<file path="config.mk">
export PLATFORM = sky130hd
export DESIGN_NAME = hex_memory_image_parser_flat
export DESIGN_NICKNAME = d
export VERILOG_FILES = /design/src/rtl/core/hmip_pkg.sv /design/src/rtl/core/hmip_if.sv /design/src/rtl/core/hmip_char_decode.sv /design/src/rtl/core/hmip_parse_core.sv /design/src/rtl/core/hmip_rsp_reg.sv /design/src/rtl/core/hex_memory_image_parser.sv /design/src/flat_wrapper.sv
export SDC_FILE = /design/constraint.sdc
export NUM_CORES = 1
export LEC_CHECK = 0
export ABC_AREA = 1
export BUFFER_PORTS_ARGS = -buffer_cell sky130_fd_sc_hd__clkbuf_2
export CORE_AREA = 5 5 172 174
export CTS_CLUSTER_DIAMETER = 50
export DETAILED_ROUTE_END_ITERATION = 8
export DIE_AREA = 0 0 177 179
export GPL_TIMING_DRIVEN = 1
export PLACE_DENSITY_LB_ADDON = 0.1
export SLEW_MARGIN = 20
export SYNTH_ARGS = -nofsm -noshare
export SYNTH_HDL_FRONTEND = slang
export SYNTH_SLANG_ARGS = --single-unit
</file>
<file path="constraint.sdc">
create_clock -name clock -period 7.6 [get_ports clock]
set_clock_uncertainty 0.15 [all_clocks]
set_input_delay 0.76 -clock clock [delete_from_list [all_inputs] [get_ports clock]]
set_output_delay 0.76 -clock clock [all_outputs]
set_load 0.1 [all_outputs]
</file>
<file path="src/rtl/core/hmip_pkg.sv">
// Package for the hex memory image parser.
// Holds widths, character codes, parser mode, result codes and shared structs.
// No dependencies.
package hmip_pkg;

   localparam int DigitsPerWord = 8;
   localparam int CountW        = $clog2(DigitsPerWord + 1);
   localparam int CharW         = 8;
   localparam int NibbleW       = 4;
   localparam int AddrW         = 32;
   localparam int DataW         = 32;
   localparam int LineW         = 24;
   localparam int CodeW         = 2;

   localparam logic [AddrW-1:0] OffsetStep = AddrW'(4);
   localparam logic [LineW-1:0] LineMax    = {LineW{1'b1}};

   localparam logic [CharW-1:0] CharAt      = 8'h40;
   localparam logic [CharW-1:0] CharNewline = 8'h0A;
   localparam logic [CharW-1:0] CharTab     = 8'h09;
   localparam logic [CharW-1:0] CharVtab    = 8'h0B;
   localparam logic [CharW-1:0] CharFeed    = 8'h0C;
   localparam logic [CharW-1:0] CharReturn  = 8'h0D;
   localparam logic [CharW-1:0] CharSpace   = 8'h20;
   localparam logic [CharW-1:0] CharZero    = 8'h30;
   localparam logic [CharW-1:0] CharNine    = 8'h39;
   localparam logic [CharW-1:0] CharUpperA  = 8'h41;
   localparam logic [CharW-1:0] CharUpperF  = 8'h46;
   localparam logic [CharW-1:0] CharLowerA  = 8'h61;
   localparam logic [CharW-1:0] CharLowerF  = 8'h66;

   typedef enum logic [1:0] {
      MODE_IDLE,
      MODE_DATA,
      MODE_ADDR,
      MODE_HALTED
   } parse_mode_type;

   typedef enum logic [CodeW-1:0] {
      STATUS_WRITE = 2'd0,
      STATUS_DONE  = 2'd1,
      STATUS_ERROR = 2'd2
   } status_type;

   typedef enum logic [CodeW-1:0] {
      ERR_INVALID_CHAR = 2'd0,
      ERR_BAD_DIGIT    = 2'd1,
      ERR_END_IN_WORD  = 2'd2
   } error_code_type;

   typedef struct packed {
      logic               is_hex;
      logic [NibbleW-1:0] hex_value;
      logic               is_at;
      logic               is_newline;
      logic               is_blank;
   } char_class_type;

   typedef struct packed {
      status_type       status;
      logic [AddrW-1:0] write_address;
      logic [DataW-1:0] write_data;
      error_code_type   error_code;
      logic [LineW-1:0] line_number;
   } rsp_item_type;

endpackage

</file>
<file path="src/rtl/core/hmip_if.sv">
// Channel interfaces of the hex memory image parser: character requests and results.
// Depends on hmip_pkg for field widths.
interface hmip_req_if import hmip_pkg::*; ();
   logic             valid;
   logic             ready;
   logic [CharW-1:0] char_byte;
   logic             end_of_input;

   modport source (output valid, output char_byte, output end_of_input, input ready);
   modport sink   (input valid, input char_byte, input end_of_input, output ready);
endinterface

interface hmip_rsp_if import hmip_pkg::*; ();
   logic             valid;
   logic             ready;
   logic [CodeW-1:0] status;
   logic [AddrW-1:0] write_address;
   logic [DataW-1:0] write_data;
   logic [CodeW-1:0] error_code;
   logic [LineW-1:0] line_number;

   modport source (output valid, output status, output write_address, output write_data,
                   output error_code, output line_number, input ready);
   modport sink   (input valid, input status, input write_address, input write_data,
                   input error_code, input line_number, output ready);
endinterface

</file>
<file path="src/rtl/core/hmip_char_decode.sv">
// Character classifier: hex digit value, '@', newline and whitespace detection.
// Depends on hmip_pkg.
module hmip_char_decode import hmip_pkg::*; (
   input  logic [CharW-1:0] char_byte,
   output char_class_type   char_class
);

   logic is_digit;
   logic is_letter;

   assign is_digit  = (char_byte >= CharZero) && (char_byte <= CharNine);
   assign is_letter = ((char_byte >= CharLowerA) && (char_byte <= CharLowerF)) ||
                      ((char_byte >= CharUpperA) && (char_byte <= CharUpperF));

   always_comb begin
      char_class.is_hex     = is_digit || is_letter;
      // Letters a-f and A-F both have low nibble 1..6, so adding nine gives 10..15.
      char_class.hex_value  = is_digit ? char_byte[NibbleW-1:0]
                                       : char_byte[NibbleW-1:0] + NibbleW'(9);
      char_class.is_at      = (char_byte == CharAt);
      char_class.is_newline = (char_byte == CharNewline);
      char_class.is_blank   = (char_byte == CharSpace) || (char_byte == CharTab) ||
                              (char_byte == CharNewline) || (char_byte == CharVtab) ||
                              (char_byte == CharFeed) || (char_byte == CharReturn);
   end

endmodule

</file>
<file path="src/rtl/core/hmip_parse_core.sv">
// Parser core: input register, parser state and the per-character step.
// Depends on hmip_pkg and hmip_char_decode.
module hmip_parse_core import hmip_pkg::*; (
   input  logic             clock,
   input  logic             reset,
   input  logic [AddrW-1:0] base_address,
   input  logic             req_valid,
   output logic             req_ready,
   input  logic [CharW-1:0] req_char_byte,
   input  logic             req_end_of_input,
   input  logic             out_free,
   output logic             result_load,
   output rsp_item_type     result_item
);

   logic                  in_valid_ff;
   logic [CharW-1:0]      char_ff;
   logic                  eoi_ff;
   parse_mode_type        mode_ff, mode_in;
   logic [CountW-1:0]     count_ff, count_in;
   logic [DataW-1:0]      acc_ff, acc_in;
   logic [AddrW-1:0]      offset_ff, offset_in;
   logic [LineW-1:0]      line_ff, line_in;

   char_class_type        cls;
   logic                  advance;
   logic                  in_token;
   logic [CountW-1:0]     count_base;
   logic [CountW-1:0]     count_inc;
   logic [DataW-1:0]      acc_base;
   logic [DataW-1:0]      acc_next;
   logic                  word_done;

   hmip_char_decode u_decode (
      .char_byte  (char_ff),
      .char_class (cls)
   );

   assign advance   = in_valid_ff && out_free;
   assign req_ready = !in_valid_ff || advance;

   always_ff @(posedge clock) begin
      if (reset) begin
         in_valid_ff <= 1'b0;
      end else if (req_ready) begin
         in_valid_ff <= req_valid;
      end
   end

   always_ff @(posedge clock) begin
      if (req_valid && req_ready) begin
         char_ff <= req_char_byte;
         eoi_ff  <= req_end_of_input;
      end
   end

   always_ff @(posedge clock) begin
      if (reset) begin
         mode_ff   <= MODE_IDLE;
         count_ff  <= '0;
         acc_ff    <= '0;
         offset_ff <= '0;
         line_ff   <= '0;
      end else begin
         mode_ff   <= mode_in;
         count_ff  <= count_in;
         acc_ff    <= acc_in;
         offset_ff <= offset_in;
         line_ff   <= line_in;
      end
   end

   // A hex digit seen between tokens starts a new word from an empty accumulator.
   assign in_token   = (mode_ff == MODE_DATA) || (mode_ff == MODE_ADDR);
   assign count_base = in_token ? count_ff : '0;
   assign acc_base   = in_token ? acc_ff : '0;
   assign count_inc  = count_base + CountW'(1);
   assign acc_next   = (acc_base << NibbleW) | DataW'(cls.hex_value);
   assign word_done  = (count_inc == CountW'(DigitsPerWord));

   always_comb begin
      mode_in = mode_ff;
      if (advance) begin
         case (mode_ff)
            MODE_IDLE: begin
               if (eoi_ff) begin
                  mode_in = MODE_HALTED;
               end else if (cls.is_at) begin
                  mode_in = MODE_ADDR;
               end else if (cls.is_hex) begin
                  mode_in = word_done ? MODE_IDLE : MODE_DATA;
               end else if (!cls.is_blank) begin
                  mode_in = MODE_HALTED;
               end
            end
            MODE_DATA, MODE_ADDR: begin
               if (eoi_ff || !cls.is_hex) begin
                  mode_in = MODE_HALTED;
               end else if (word_done) begin
                  mode_in = MODE_IDLE;
               end
            end
            MODE_HALTED: begin
               mode_in = MODE_HALTED;
            end
            default: begin
               mode_in = MODE_HALTED;
            end
         endcase
      end
   end

   always_comb begin
      result_load               = 1'b0;
      result_item.status        = STATUS_WRITE;
      result_item.write_address = '0;
      result_item.write_data    = '0;
      result_item.error_code    = ERR_INVALID_CHAR;
      result_item.line_number   = line_ff;
      count_in                  = count_ff;
      acc_in                    = acc_ff;
      offset_in                 = offset_ff;
      line_in                   = line_ff;

      if (advance && (mode_ff != MODE_HALTED)) begin
         if (eoi_ff) begin
            result_load = 1'b1;
            if (mode_ff == MODE_IDLE) begin
               result_item.status = STATUS_DONE;
            end else begin
               result_item.status     = STATUS_ERROR;
               result_item.error_code = ERR_END_IN_WORD;
            end
         end else if ((mode_ff == MODE_IDLE) && cls.is_at) begin
            count_in = '0;
            acc_in   = '0;
         end else if ((mode_ff == MODE_IDLE) && cls.is_newline) begin
            if (line_ff != LineMax) begin
               line_in = line_ff + LineW'(1);
            end
         end else if (cls.is_hex) begin
            acc_in = acc_next;
            if (word_done) begin
               count_in = '0;
               if (mode_ff == MODE_ADDR) begin
                  offset_in = acc_next;
               end else begin
                  result_load               = 1'b1;
                  result_item.write_address = base_address + offset_ff;
                  result_item.write_data    = acc_next;
                  offset_in                 = offset_ff + OffsetStep;
               end
            end else begin
               count_in = count_inc;
            end
         end else if ((mode_ff == MODE_IDLE) && cls.is_blank) begin
            count_in = count_ff;
         end else begin
            result_load            = 1'b1;
            result_item.status     = STATUS_ERROR;
            result_item.error_code = (mode_ff == MODE_IDLE) ? ERR_INVALID_CHAR
                                                            : ERR_BAD_DIGIT;
         end
      end
   end

endmodule

</file>
<file path="src/rtl/core/hmip_rsp_reg.sv">
// Result register: holds one finished item until the sink takes it.
// Depends on hmip_pkg.
module hmip_rsp_reg import hmip_pkg::*; (
   input  logic         clock,
   input  logic         reset,
   input  logic         load,
   input  rsp_item_type load_item,
   input  logic         rsp_ready,
   output logic         rsp_valid,
   output rsp_item_type rsp_item,
   output logic         out_free
);

   logic         valid_ff;
   rsp_item_type item_ff;

   assign out_free  = !valid_ff || rsp_ready;
   assign rsp_valid = valid_ff;
   assign rsp_item  = item_ff;

   always_ff @(posedge clock) begin
      if (reset) begin
         valid_ff <= 1'b0;
      end else if (load) begin
         valid_ff <= 1'b1;
      end else if (rsp_ready) begin
         valid_ff <= 1'b0;
      end
   end

   always_ff @(posedge clock) begin
      if (load) begin
         item_ff <= load_item;
      end
   end

endmodule

</file>
<file path="src/rtl/core/hex_memory_image_parser.sv">
// Channel   | Direction | Contents
// req       | in        | char_byte, end_of_input (valid/ready)
// rsp       | out       | status, write_address, write_data, error_code, line_number
// csr       | in        | write enable and 32-bit base address
//
// One character item per cycle is sustained while the result register is not stalled. Each
// item is decoded in the input register and applied to the parser state, and its result
// (if any) is registered in the result register. Reset is synchronous and returns the
// parser to the idle state with a zero offset, line count and base address. A stalled
// result register holds the input register; while it drains, a new item is still taken.
// Top level of the hex memory image parser; depends on hmip_pkg, hmip_if and the submodules.
module hex_memory_image_parser import hmip_pkg::*; (
   input  logic             clock,
   input  logic             reset,
   input  logic             csr_write_enable,
   input  logic [AddrW-1:0] csr_write_data,
   hmip_req_if.sink         req_channel,
   hmip_rsp_if.source       rsp_channel
);

   logic [AddrW-1:0] base_address_ff;
   logic             out_free;
   logic             result_load;
   rsp_item_type     result_item;
   rsp_item_type     rsp_item;

   always_ff @(posedge clock) begin
      if (reset) begin
         base_address_ff <= '0;
      end else if (csr_write_enable) begin
         base_address_ff <= csr_write_data;
      end
   end

   hmip_parse_core u_core (
      .clock            (clock),
      .reset            (reset),
      .base_address     (base_address_ff),
      .req_valid        (req_channel.valid),
      .req_ready        (req_channel.ready),
      .req_char_byte    (req_channel.char_byte),
      .req_end_of_input (req_channel.end_of_input),
      .out_free         (out_free),
      .result_load      (result_load),
      .result_item      (result_item)
   );

   hmip_rsp_reg u_rsp_reg (
      .clock     (clock),
      .reset     (reset),
      .load      (result_load),
      .load_item (result_item),
      .rsp_ready (rsp_channel.ready),
      .rsp_valid (rsp_channel.valid),
      .rsp_item  (rsp_item),
      .out_free  (out_free)
   );

   assign rsp_channel.status        = rsp_item.status;
   assign rsp_channel.write_address = rsp_item.write_address;
   assign rsp_channel.write_data    = rsp_item.write_data;
   assign rsp_channel.error_code    = rsp_item.error_code;
   assign rsp_channel.line_number   = rsp_item.line_number;

endmodule

</file>
<file path="src/flat_wrapper.sv">
// flat-port wrapper written by rule: the top's interface ports become plain ports
module hex_memory_image_parser_flat import hmip_pkg::*;
  (clock, reset, csr_write_enable, csr_write_data, req_channel_valid, req_channel_char_byte, req_channel_end_of_input, req_channel_ready, rsp_channel_valid, rsp_channel_status, rsp_channel_write_address, rsp_channel_write_data, rsp_channel_error_code, rsp_channel_line_number, rsp_channel_ready);
  hmip_req_if req_channel_i ();
  hmip_rsp_if rsp_channel_i ();
  input  logic clock;
  input  logic reset;
  input  logic csr_write_enable;
  input  logic [AddrW-1:0] csr_write_data;
  input wire logic [$bits(req_channel_i.valid)-1:0] req_channel_valid;
  input wire logic [$bits(req_channel_i.char_byte)-1:0] req_channel_char_byte;
  input wire logic [$bits(req_channel_i.end_of_input)-1:0] req_channel_end_of_input;
  output wire logic [$bits(req_channel_i.ready)-1:0] req_channel_ready;
  output wire logic [$bits(rsp_channel_i.valid)-1:0] rsp_channel_valid;
  output wire logic [$bits(rsp_channel_i.status)-1:0] rsp_channel_status;
  output wire logic [$bits(rsp_channel_i.write_address)-1:0] rsp_channel_write_address;
  output wire logic [$bits(rsp_channel_i.write_data)-1:0] rsp_channel_write_data;
  output wire logic [$bits(rsp_channel_i.error_code)-1:0] rsp_channel_error_code;
  output wire logic [$bits(rsp_channel_i.line_number)-1:0] rsp_channel_line_number;
  input wire logic [$bits(rsp_channel_i.ready)-1:0] rsp_channel_ready;
  assign req_channel_i.valid = req_channel_valid;
  assign req_channel_i.char_byte = req_channel_char_byte;
  assign req_channel_i.end_of_input = req_channel_end_of_input;
  assign req_channel_ready = req_channel_i.ready;
  assign rsp_channel_valid = rsp_channel_i.valid;
  assign rsp_channel_status = rsp_channel_i.status;
  assign rsp_channel_write_address = rsp_channel_i.write_address;
  assign rsp_channel_write_data = rsp_channel_i.write_data;
  assign rsp_channel_error_code = rsp_channel_i.error_code;
  assign rsp_channel_line_number = rsp_channel_i.line_number;
  assign rsp_channel_i.ready = rsp_channel_ready;
  hex_memory_image_parser u_core (.clock(clock), .reset(reset), .csr_write_enable(csr_write_enable), .csr_write_data(csr_write_data), .req_channel(req_channel_i), .rsp_channel(rsp_channel_i));
endmodule
</file>
==> reports/metrics.yaml <==
outcome: "complete, no violations"
wire_per_inst_um: 16.4
synth_top_family_by_area: "simple AND/OR/NAND/NOR gates"
routed_wl_mm: 34.3
drt_pre_antenna_iters: 5
antenna_found_initial: 0
min_from: "req_channel_char_byte[5]"
final_nets: 1782
worst_pin_slew_ps: 1040
synth_nets: 1662
cts_root_buf: "clkbuf_16"
critPathKind: "reg -> reg"
slew_viol_final: 0
holdBufCountCts: 0
postPlaceCellArea_um2: 13300
cp-start-kind: "flip-flop"
clock_latency_ps: 570
post_cts_buffers: 0
dieArea_um2: 31700
hold_violations: 0
cp-end-kind: "flip-flop"
yosys.area.top_type: "edfxtp_1"
cp.required_ps: 7620
grt_pass1_wl_mm: 54.6
r2r-end: "u_core.u_rsp_reg.rsp_item[67]"
synth_cells: 1573
yosys-top-cells-area: "edfxtp_1 (25%), dfxtp_1 (20%), nand2_1 (10%), nor2_1 (8.2%), o21ai_0 (5.1%)"
cts.sinks: 225
min_path_cells: 1
gr-total-overflow: 0
cts.clk_slew.worst_paths_ps: 50
drt_iter0_drc: 841
finalNonFillerCells: 2093
path_cells: "inv_1 -> ha_2 -> nand2_1 -> inv_1 -> ha_1 -> xnor2_1 -> nor2_1 -> nand2_1 -> o21ai_0 -> nand3_1 -> nand2_4 -> buf_4"
hold_end: "u_core.u_core.char_ff[5]"
cp_max_fo: 55
grt_usage_pct: 21.4
cts_tree: "yes"
gp_congestion: 0.931
maxCapViolations: 0
syn_area_per_cell_um2: 7.84
synth_simple_gate_area_share_pct: 28.8
die_w_um: 177
synthFlopType: "dfxtp_1"
min_period_over_period_pct: 53.7
die_h_um: 179
crit_slowest_cell: "ha_2"
synth_compound_area_share_pct: 12.1
synth-xor-area-share_pct: 3.34
r2r_setup_slack_ps: 3520
cts_buffers: 28
slowest_delay_ps: 750
ys_types: 55
rows: 61
area_growth_pct: 15.2
slew_headroom_pct: 30.7
cts-resized-gates: 0
stdcell_area_um2: 14200
ys_ff_latch: 225
yosys_warnings: 0
synth-adder-area-share_pct: 4.42
fin_crit_ps: 4080
rsz0062_at_grt: "no"
grt_pass1_vias: 9931
synth_top_area_share_pct: 24.6
synth_enable_flop_cells: 101
grt_max_degree: 66
r2r-start: "u_core.u_core.mode_ff[1]"
viasPerCell: 5.15
ios: 140
setup_viol: 0
cts_buffer_depth: 3
syn_area_um2: 12300
worstPathArrival_ps: 4100
drive_gt1_share_pct: 15.7
ir_drop_mv: 0.183
vias: 10800
max_freq_ghz: 0.245
final_antenna_net_count: 0
cellPowerDensity_nw_per_um2: 222
core_area_um2: 27600
htreeDepth: 1
tns_ps: 0
muxShareOfSynthArea_pct: 0.0812
place_inst: 2041
yosysSeqAreaShare_pct: 44.7
start_util_pct: 44.6
diodes: 0
hpwl_mm: 25.5
min-delay-path-class: "in -> reg"
drc_errors: 0
synthArstFlopShare_pct: 0
reg2regPathDepth: 12
p_leak_nw: 5.70
io_buffers: 139
-- state kept, by name, indices dropped and copies added (netlist names) --
register,flops
u_core.base_address_ff,32
u_core.u_core.acc_ff,28
u_core.u_core.char_ff,8
u_core.u_core.count_ff,4
u_core.u_core.eoi_ff,1
u_core.u_core.in_valid_ff,1
u_core.u_core.line_ff,24
u_core.u_core.mode_ff,2
u_core.u_core.offset_ff,32
u_core.u_rsp_reg.rsp_item,92
u_core.u_rsp_reg.rsp_valid,1
-- how the worst max path moves through the flow --
stage | slack [ps] | from | end | depth (start not counted)
floorplan | 3070 | u_core.u_core.mode_ff[0] | u_core.u_rsp_reg.rsp_item[0] | 13
finish | 3520 | u_core.u_core.mode_ff[1] | u_core.u_rsp_reg.rsp_item[67] | 12
CTS | 3160 | u_core.u_core.mode_ff[0] | u_core.u_rsp_reg.rsp_item[67] | 12
global placement | 3360 | u_core.u_core.mode_ff[1] | u_core.u_rsp_reg.rsp_item[70] | 12
detailed placement | 3240 | u_core.u_core.mode_ff[1] | u_core.u_rsp_reg.rsp_item[70] | 12
global route | 3050 | u_core.u_core.mode_ff[1] | u_core.u_rsp_reg.rsp_item[67] | 12
-- layout by cell type (no fill, tap or decap), drive strengths merged --
cell type and count:
nand2 350, nor2 281, clkbuf 175, inv 130
o21ai 129, dfxtp 124, a21oi 114, edfxtp 101
nand3 79, ha 42, nor3 36, xor2 31
nand4 25, xnor2 16, clkinv 14, nand3b 9
or2 7, a21o 7, o211ai 6, nor3b 5
a31oi 5, o21bai 5, nor4 5, a21boi 4
buf 4, bufinv 3, and2 2, o22ai 1
mux2i 1, o21a 1, nand2b 1, fa 1
clkinvlp 1
-- layout make-up --
cell class | instances | area [µm²]
inverter | 132 | 512
multi-input combinational | 1163 | 6030
clock inverter | 16 | 199
tap | 378 | 473
clock buffer | 36 | 762
fill | 2772 | 13400
timing repair buffer | 143 | 726
sequential | 225 | 5520
-- metal layers --
metal | wire length [µm] | up-vias | GRT usage [%]
met5 | 0 | - | 0
met4 | 533 | 0 | 4.22
met3 | 2080 | 40 | 2.59
met2 | 15000 | 296 | 33.6
met1 | 16700 | 4966 | 32.1
li1 | - | 5480 | -
-- worst max-delay path: cells and delay by family, from the launching register on --
family / cells / cell delay, ps
buffers and inverters: 3 / 860
flip-flops: 1 / 350
AND/OR/NAND/NOR: 5 / 1080
AO/OA/AOI/OAI: 1 / 180
XOR/XNOR: 1 / 100
adder cells (fa/ha/maj): 2 / 920
-- synth_stat cells, types with 6 or more instances --
cell,n
a21oi_1,97
nand2_1,337
a21oi_2,17
nand2_4,6
nand3_1,68
xor2_1,31
or2_2,7
nand3_2,10
o21ai_0,125
clkbuf_1,27
nand4_1,24
a21o_1,7
inv_1,118
edfxtp_1,101
nor2_1,271
nand2_2,7
xnor2_1,16
nand3b_1,9
nor3_1,30
o211ai_1,6
buf_2,12
ha_1,42
inv_2,8
dfxtp_1,124
-- cell families (layout without fill, tap and decap cells) --
group / Yosys count / count (layout)
XOR/XNOR: 47 / 47
multiplexers: 1 / 1
buffers and inverters: 185 / 327
flip-flops: 225 / 225
AND/OR/NAND/NOR: 800 / 800
adder cells (fa/ha/maj): 43 / 43
AO/OA/AOI/OAI: 272 / 272
-- where the power goes --
part | internal [W] | total (W) | switching (W) | leakage, nW
Sequential | 0.00132 | 0.00135 | 0.0000260 | 1.99
Combinational | 0.0000696 | 0.000461 | 0.000392 | 3.24
Clock | 0.000818 | 0.00135 | 0.000532 | 0.465
-- stage by stage --
stage | total power [W] | hold WS (ps) | setup WS, ps | util (%)
6_report | 0.00316 | 221 | 3520 | 51.4
5_1_grt | 0.00327 | 195 | 3050 | 51.4
4_1_cts | 0.00319 | 190 | 3160 | 51.4
3_5_place_dp | 0.00184 | 310 | 3240 | 48.0
3_3_place_gp | 0.00184 | 303 | 3360 | 48.0
2_1_floorplan | 0.00175 | 294 | 3070 | -
Power figures use the tool's default switching activity.
